<file path="config.mk">
export PLATFORM = sky130hd
export DESIGN_NAME = hbls_key_form
export DESIGN_NICKNAME = d
export VERILOG_FILES = /design/src/rtl/core/hbls_pkg.sv /design/src/rtl/core/hbls_key_form.sv
export SDC_FILE = /design/constraint.sdc
export NUM_CORES = 1
export LEC_CHECK = 0
export BUFFER_PORTS_ARGS = -buffer_cell sky130_fd_sc_hd__buf_2
export CORE_AREA = 2 2 200 202
export DETAILED_ROUTE_END_ITERATION = 8
export DIE_AREA = 0 0 202 204
export SETUP_SLACK_MARGIN = 0.4
export SYNTH_ARGS = -nofsm -noshare
export SYNTH_HDL_FRONTEND = slang
export SYNTH_SLANG_ARGS = --single-unit
</file>
<file path="constraint.sdc">
create_clock -name vclk -period 2
set_clock_uncertainty 0.2 [all_clocks]
set_input_delay 0.1 -clock vclk [all_inputs]
set_output_delay 0.1 -clock vclk [all_outputs]
set_load 0.1 [all_outputs]
</file>
<file path="src/rtl/core/hbls_pkg.sv">
// Package for the hash bucket list store: state encoding, command and status codes,
// and default sizes. No dependencies.
package hbls_pkg;

  localparam int unsigned DefEntries  = 16;
  localparam int unsigned DefKeyBytes = 32;
  localparam int unsigned InKeyBytes  = 32;

  localparam logic [1:0] CMD_INSERT   = 2'd0;
  localparam logic [1:0] CMD_DELETE   = 2'd1;
  localparam logic [1:0] CMD_FIND     = 2'd2;
  localparam logic [1:0] CMD_RESERVED = 2'd3;

  localparam logic [1:0] STS_OK       = 2'd0;
  localparam logic [1:0] STS_NOTFOUND = 2'd1;
  localparam logic [1:0] STS_FULL     = 2'd2;

  typedef enum logic [3:0] {
    ST_IDLE,
    ST_INS_RD,
    ST_INS_LINK,
    ST_INS_W_SLOT,
    ST_INS_W_HEAD,
    ST_WALK,
    ST_DEL_W_PREV,
    ST_DEL_W_NEXT,
    ST_DEL_W_SLOT,
    ST_DONE
  } hbls_state_e;

endpackage

</file>
<file path="src/rtl/core/hbls_key_form.sv">
// Brings an incoming key into stored form: bytes from the first zero byte on read as zero.
// Depends on hbls_pkg.
module hbls_key_form
  import hbls_pkg::*;
#(
  parameter int unsigned KEY_BYTES = DefKeyBytes
) (
  input  logic [63:0]            key_word0_i,
  input  logic [63:0]            key_word1_i,
  input  logic [63:0]            key_word2_i,
  input  logic [63:0]            key_word3_i,
  output logic [KEY_BYTES*8-1:0] key_o
);

  logic [InKeyBytes*8-1:0] in_flat;

  assign in_flat = {key_word3_i, key_word2_i, key_word1_i, key_word0_i};

  always_comb begin
    logic alive;
    alive = 1'b1;
    key_o = '0;
    for (int b = 0; b < KEY_BYTES; b++) begin
      alive = alive & (in_flat[b*8 +: 8] != 8'd0);
      key_o[b*8 +: 8] = alive ? in_flat[b*8 +: 8] : 8'd0;
    end
  end

endmodule

</file>
==> flow_summary.yaml <==
run_status:
  status: "finished with violations"
  violations: "setup timing"
sta:
  final_max_slew_viol_count: 0
  setup_ws_ns: -0.362
  period_minus_slack_ns: 2.36
  fin_crit_sh_pct: 118
  worstMarginPinSlew_ns: 0.657
  setup_viol: 211
  hold_viol_final: 0
  max_slew_margin_pct: 55.9
  rsz0062_at_grt: "yes"
  whs_ns: 0.385
  fmax_ghz: 0.423
  fin_tns_setup_ns: -40.45
yosys:
  ys_seq_area_share_pct: 0
  syn_area_per_cell_um2: 6.72
  syn-num-nets: 836
  netlist_instances: 580
  netlist_area_mm2: 0.00390
  ys_warn_count: 0
  yosysUniqueCellTypes: 32
global_routing:
  gr-total-overflow: 0
  antenna_found_initial: 15
  global_route.usage.total_pct: 19.3
  grt_pass1_vias: 8735
  grt_max_degree: 17
  grt_pass1_wl_um: 58900
cts:
  postCtsHoldBufs: 0
floorplanning:
  num_rows: 73
  ioPinCount: 512
  die_w_um: 202
  die_area_mm2: 0.0412
  die-height_um: 204
  start_util_pct: 9.95
  core_region_area_mm2: 0.0392
drt:
  drc: 0
  finalWirelength_um: 43900
  drt-vias-per-instance: 4.37
  wl_per_cell_um: 23.3
  dr.pass1.iters: 4
  vias: 8227
  drt_iter0_drc: 304
  antenna_left: 0
setup_path:
  worstPathArrival_ns: 2.06
  cp_max_fo: 7
  cp.required_ns: 1.70
  crit_type: "in -> out"
  start_kind: "input pin"
  end_kind: "primary output"
cells_and_area:
  regArea_um2: 0
  clkbuf_count: 0
  nets: 1607
  fillers: 3558
  layout-drive-gt1-share_pct: 85.7
  synthToLayoutAreaGrowth_pct: 321
  post-route-util_pct: 41.9
  layout_common_cells: "buf_2 (221), buf_12 (216), buf_4 (194), buf_6 (158), nor4_4 (142)"
  multi_input_area_mm2: 0.00577
  nFlopsAndLatches: 0
  mostFrequentLayoutCell: "buf_2"
run:
  maxCapViolCount: 0
power_and_ir_drop:
  peakVddDrop_mv: 0.327
  p_leak_uw: 0.00747
  powerDensity_mw_per_mm2: 390
placed_design:
  gp_congestion: 0.947
  dp_hpwl_um: 34200
  port-buffer-count: 512
min_path:
  min_path_type: "in -> out"
[critical path, stage by stage]
cell and delay (ns):
buf_2 0.11, nor4_2 0.06, nand2_1 0.14, nand4_1 0.15, or3_4 0.44, buf_12 0.17
buf_12 0.14, buf_12 0.15, nor4_4 0.30, buf_6 0.29
[final timing paths]
| kind | from | cells past startpoint | end |
|---|---|---|---|
| worst min-delay path | key_word0_i[49] | 3 | key_o[49] |
| worst max-delay path | key_word0_i[63] | 10 | key_o[169] |
[logic make-up after synthesis]
kind of cell | count (synthesis) | share of synthesized area, %
AO/OA/AOI/OAI | 7 | 1.96
buffers and inverters | 139 | 19.2
AND/OR/NAND/NOR | 434 | 78.9
[report_power, final]
part | switching, uW | leakage (uW) | internal [uW]
Combinational | 4050 | 0.00747 | 2360
Sequential | 0 | 0 | 0
Clock | 0 | 0.0000000444 | 0.000470
[cells in the mapped netlist]
cell / count / area (um^2)
or3_1: 1 / 6.26
or4b_2: 1 / 10.0
a211oi_4: 2 / 40.0
nor4b_1: 8 / 70.1
nand3b_1: 2 / 15.0
nor2_2: 1 / 6.26
nand3_4: 1 / 17.5
buf_2: 10 / 50.1
nor2_4: 1 / 11.3
nand2_2: 3 / 18.8
or4_4: 2 / 22.5
nor4_2: 75 / 938
nor3_1: 17 / 85.1
nand4b_1: 1 / 8.76
nand3_1: 17 / 85.1
and2_1: 64 / 400
and3_1: 27 / 169
nand4_4: 1 / 21.3
o21ai_4: 1 / 16.3
buf_12: 3 / 60.1
nor4_1: 99 / 619
inv_1: 71 / 267
nand4_1: 10 / 62.6
or4_1: 18 / 135
and4b_1: 2 / 20.0
a21oi_1: 4 / 20.0
nand2_1: 66 / 248
and3b_1: 8 / 70.1
buf_4: 8 / 60.1
nor2_1: 9 / 33.8
buf_6: 18 / 203
clkbuf_1: 29 / 109
[cell type report]
type	count	area share, %
timing repair buffer	836	59.1
inverter	71	1.62
multi-input combinational	442	35.2
tap	525	4.00
antenna	7	0.107
[per-stage QoR]
stage	cell area (um^2)	cells	setup slack [ns]	total power (uW)
2_1_floorplan	6330	580	-0.698	3870
3_5_place_dp	12700	1767	-0.758	5660
3_3_place_gp	12700	1767	-0.615	5640
4_1_cts	15400	1844	-0.363	6210
6_report	16400	1881	-0.362	6410
5_1_grt	16400	1881	-0.437	6560
[routing by layer]
layer	vias up	global-route usage (%)	routed length, um
met1	4006	18.3	13900
met5	-	0	13
met4	2	6.14	2010
met2	428	40.1	24800
met3	82	4.45	3100
li1	3709	-	-
[what timing repair did]
| item | CTS | global route |
|---|---|---|
| setup buffers | 61 | 25 |
| cloned | 16 | 5 |
| pin swaps | 96 | 111 |
| gates resized for setup | 420 | 210 |
| setup endpoints to repair | 244 | 248 |
(Power assumes the default switching activity.)
