## config.mk

```make
export PLATFORM = sky130hd
export DESIGN_NAME = hbls_ram
export DESIGN_NICKNAME = d
export VERILOG_FILES = /design/src/rtl/core/hbls_ram.sv
export SDC_FILE = /design/constraint.sdc
export NUM_CORES = 1
export LEC_CHECK = 0
export BUFFER_PORTS_ARGS = -buffer_cell sky130_fd_sc_hd__buf_2
export CAP_MARGIN = 20
export CORE_MARGIN = 10
export CORE_UTILIZATION = 40
export CTS_CLUSTER_SIZE = 8
export DETAILED_ROUTE_END_ITERATION = 10
export GPL_TIMING_DRIVEN = 0
export SLEW_MARGIN = 20
export SYNTH_ARGS = -nofsm -noshare
export SYNTH_HDL_FRONTEND = slang
export SYNTH_SLANG_ARGS = --single-unit
```

## constraint.sdc

```tcl
create_clock -name clk_i -period 2 [get_ports clk_i]
set_clock_uncertainty 0.15 [all_clocks]
set_input_delay 0.3 -clock clk_i [delete_from_list [all_inputs] [get_ports clk_i]]
set_output_delay 0.3 -clock clk_i [all_outputs]
set_load 0.01 [all_outputs]
```

## src/rtl/core/hbls_ram.sv

```systemverilog
// Single-port-write, single-port-read slot memory with a per-bit write mask.
// Read data is registered. Depends on nothing.
module hbls_ram #(
  parameter int unsigned DEPTH = 16,
  parameter int unsigned WIDTH = 8,
  parameter int unsigned AW    = 4
) (
  input  logic             clk_i,
  input  logic             we_i,
  input  logic [AW-1:0]    waddr_i,
  input  logic [WIDTH-1:0] wmask_i,
  input  logic [WIDTH-1:0] wdata_i,
  input  logic [AW-1:0]    raddr_i,
  output logic [WIDTH-1:0] rdata_o
);

  logic [WIDTH-1:0] mem [DEPTH];
  logic [WIDTH-1:0] rdata_q;

  always_ff @(posedge clk_i) begin
    if (we_i) begin
      for (int i = 0; i < WIDTH; i++) begin
        if (wmask_i[i]) begin
          mem[waddr_i][i] <= wdata_i[i];
        end
      end
    end
  end

  always_ff @(posedge clk_i) begin
    rdata_q <= mem[raddr_i];
  end

  assign rdata_o = rdata_q;

endmodule

```

==> flow_metrics.py <==
metrics = {
    "die": {
        "dieArea_um2": 19400,
        "std_cell_rows": 43,
        "start_util_pct": 41.0,
        "io_pins": 34,
        "core_area_um2": 13900,
        "die_width_um": 139,
        "die_h_um": 139,
    },
    "global_route": {
        "grt_max_degree": 17,
        "grt_pass1_vias": 3461,
        "grt_usage_pct": 14.1,
        "grt_pass1_wl_um": 19900,
        "antenna_found_initial": 0,
        "grt.overflow.total": 0,
    },
    "power": {
        "p_leak_uw": 0.00224,
        "swShare_pct": 20.6,
        "powerDensity_nw_per_um2": 1020,
        "power_frac_seq_pct": 46.6,
        "intPower_uw": 5400,
        "p_total_uw": 6800,
        "switchingPower_uw": 1400,
        "p_clk_share_pct": 47.8,
        "p_comb_share_pct": 5.6,
        "peakVddDrop_mv": 0.644,
    },
    "yosys": {
        "synthesis.nets": 399,
        "synthTopCellsByArea": "edfxtp_1 (68%), nor2_1 (8.7%), mux4_2 (7.1%)",
        "async_flop_share_pct": 0,
        "yosysTopAreaCellShare_pct": 67.6,
        "synth_mux_area_share_pct": 13.6,
        "synth-simple-area-share_pct": 11.7,
        "ys_ff_latch": 136,
        "yosysUniqueCellTypes": 17,
        "synth_top_family_by_area": "multiplexers",
        "netlist_instances": 373,
        "synth-main-ff-cell": "edfxtp_1",
        "yosysWarnings": 0,
        "avgSynthCellArea_um2": 15.2,
        "synth_fa_ha_area_share_pct": 0,
        "netlist_area_um2": 5680,
        "synth_edf_count": 128,
        "synth-xor-area-share_pct": 0,
        "synth_compound_area_share_pct": 2.11,
        "yosys.area.top_type": "edfxtp_1",
        "yosysSeqAreaShare_pct": 70.4,
    },
    "routing": {
        "drc": 0,
        "drt-initial-drc-count": 341,
        "wl_per_cell_um": 21.9,
        "wl_um": 13500,
        "viasPerCell": 5.42,
        "ant_nets": 0,
        "dr.pass1.iters": 4,
        "vias": 3340,
    },
    "sta": {
        "clock.fmax_mhz": 587,
        "finalSetupViolCount": 0,
        "period_minus_slack_ns": 1.70,
        "hold_violations": 0,
        "rsz0062_at_grt": "false",
        "tns_ns": 0,
        "setup_slack_ns": 0.297,
        "max_slew_margin_pct": 35.9,
        "drv_slew": 0,
        "hold_ws_ns": 0.100,
        "tightest_slew_ns": 0.958,
        "fin_crit_sh_pct": 85.1,
    },
    "cells_and_area": {
        "drive_above_1_share_pct": 20.2,
        "diodes": 0,
        "synthToLayoutAreaGrowth_pct": 17.6,
        "final_cell_mix": "nor2_1 (131), edfxtp_1 (128), buf_2 (34)",
        "nNetsFinal": 449,
        "finalInstanceArea_um2": 6690,
        "final_common_cell": "nor2_1",
        "n_fill_cell": 1234,
    },
    "clocking": {
        "clk_latency_ns": 0.42,
        "clock_sinks": 136,
        "clk_pin_slew_ns": 0.06,
        "htreeDepth": 4,
        "clk_path_buf_depth": 2,
        "cts_hold_buffers": 0,
        "numCtsBuffers": 17,
        "cts_tree": "built",
        "cts_setup_buffers": 0,
        "cts_resized": 0,
        "cts_root_buf": "clkbuf_16",
    },
    "critical_path": {
        "worstPathMaxFanout": 10,
        "worst_path_most_repeated_cell": "clkbuf_1",
        "critPathSlowestCell": "clkbuf_1",
        "path_cells": "clkbuf_1 -> nand2_1 -> clkbuf_1 -> nor2_1",
        "endpoint_kind": "register",
        "crit_family": "buffers and inverters",
        "crit_required_ns": 1.96,
        "critPathLaunchType": "input pin",
        "path_buf_inv": 2,
        "critPathKind": "in -> reg",
        "max_stage_delay_ns": 0.51,
        "worstPathArrival_ns": 1.66,
    },
    "status": {
        "status": "finished, final reports clean",
    },
    "placement": {
        "hpwl_um": 8040,
        "gp_congestion": 0.710,
        "dp_slack_ns": -0.178,
        "port_buffers": 31,
        "dpl_cell_area_um2": 6060,
    },
    "job": {
        "cap_violations": 0,
    },
    "worst_hold_path": {
        "hp-class": "in -> reg",
    },
}
[final cells by class]
type	count	area, um^2	area share, %
Multi-Input combinational cell	218	1560	23.3
Sequential cell	136	4000	59.9
Clock inverter	13	178	2.66
Tap cell	180	225	3.37
Timing Repair Buffer	31	155	2.32
Buffer	19	120	1.80
Clock buffer	19	443	6.63
[cell families (layout without fill, tap and decap cells)]
logic type,count (synthesis),after routing
flip-flops,136,136
AND/OR/NAND/NOR,170,170
buffers and inverters,19,82
AO/OA/AOI/OAI,16,16
multiplexers,32,32
[sequential cells by signal, summed over array words and instances, names as in the netlist]
name / cells
rdata_o: 8
mem: 128
[synthesized netlist by cell type (3+ instances only)]
cell / instances
nand3_1: 6
mux4_1: 14
clkdlybuf4s25_2: 3
mux4_2: 18
clkbuf_1: 9
a22oi_1: 16
dfxtp_1: 8
edfxtp_1: 128
nor2b_1: 5
buf_6: 3
nor2_1: 131
buf_2: 3
nand2_1: 25
[power groups by stage]
stage               clock (uW)  combinational [uW]  sequential, uW
floorplan                    0                 202            3240
global placement             0                 374            3230
detailed placement           0                 382            3230
CTS                       3290                 383            3170
global route              3430                 412            3180
finish                    3250                 378            3170
[final timing paths]
kind / startpoint / end / slack (ns) / depth (start not counted)
hold / removal: wdata_i[1] / mem[9][1] / 0.10 / 1
setup / recovery: we_i / mem[13][3] / 0.30 / 4
setup reg to reg: mem[1][5] / rdata_o[5] / 0.56 / 3
hold reg to reg: mem[14][3] / rdata_o[3] / 0.53 / 3
[per-layer routing]
layer,wire (um),GRT usage (%)
met2,7060,24.4
met1,5220,15.7
met4,274,6.32
met5,0,0
met3,946,3.94
[metrics by stage]
step | utilization, % | std cells
3_3_place_gp | 43.7 | 584
3_5_place_dp | 43.7 | 584
5_1_grt | 48.2 | 616
6_report | 48.2 | 616
4_1_cts | 48.2 | 616
2_1_floorplan | - | 373
(Power assumes the default switching activity.)
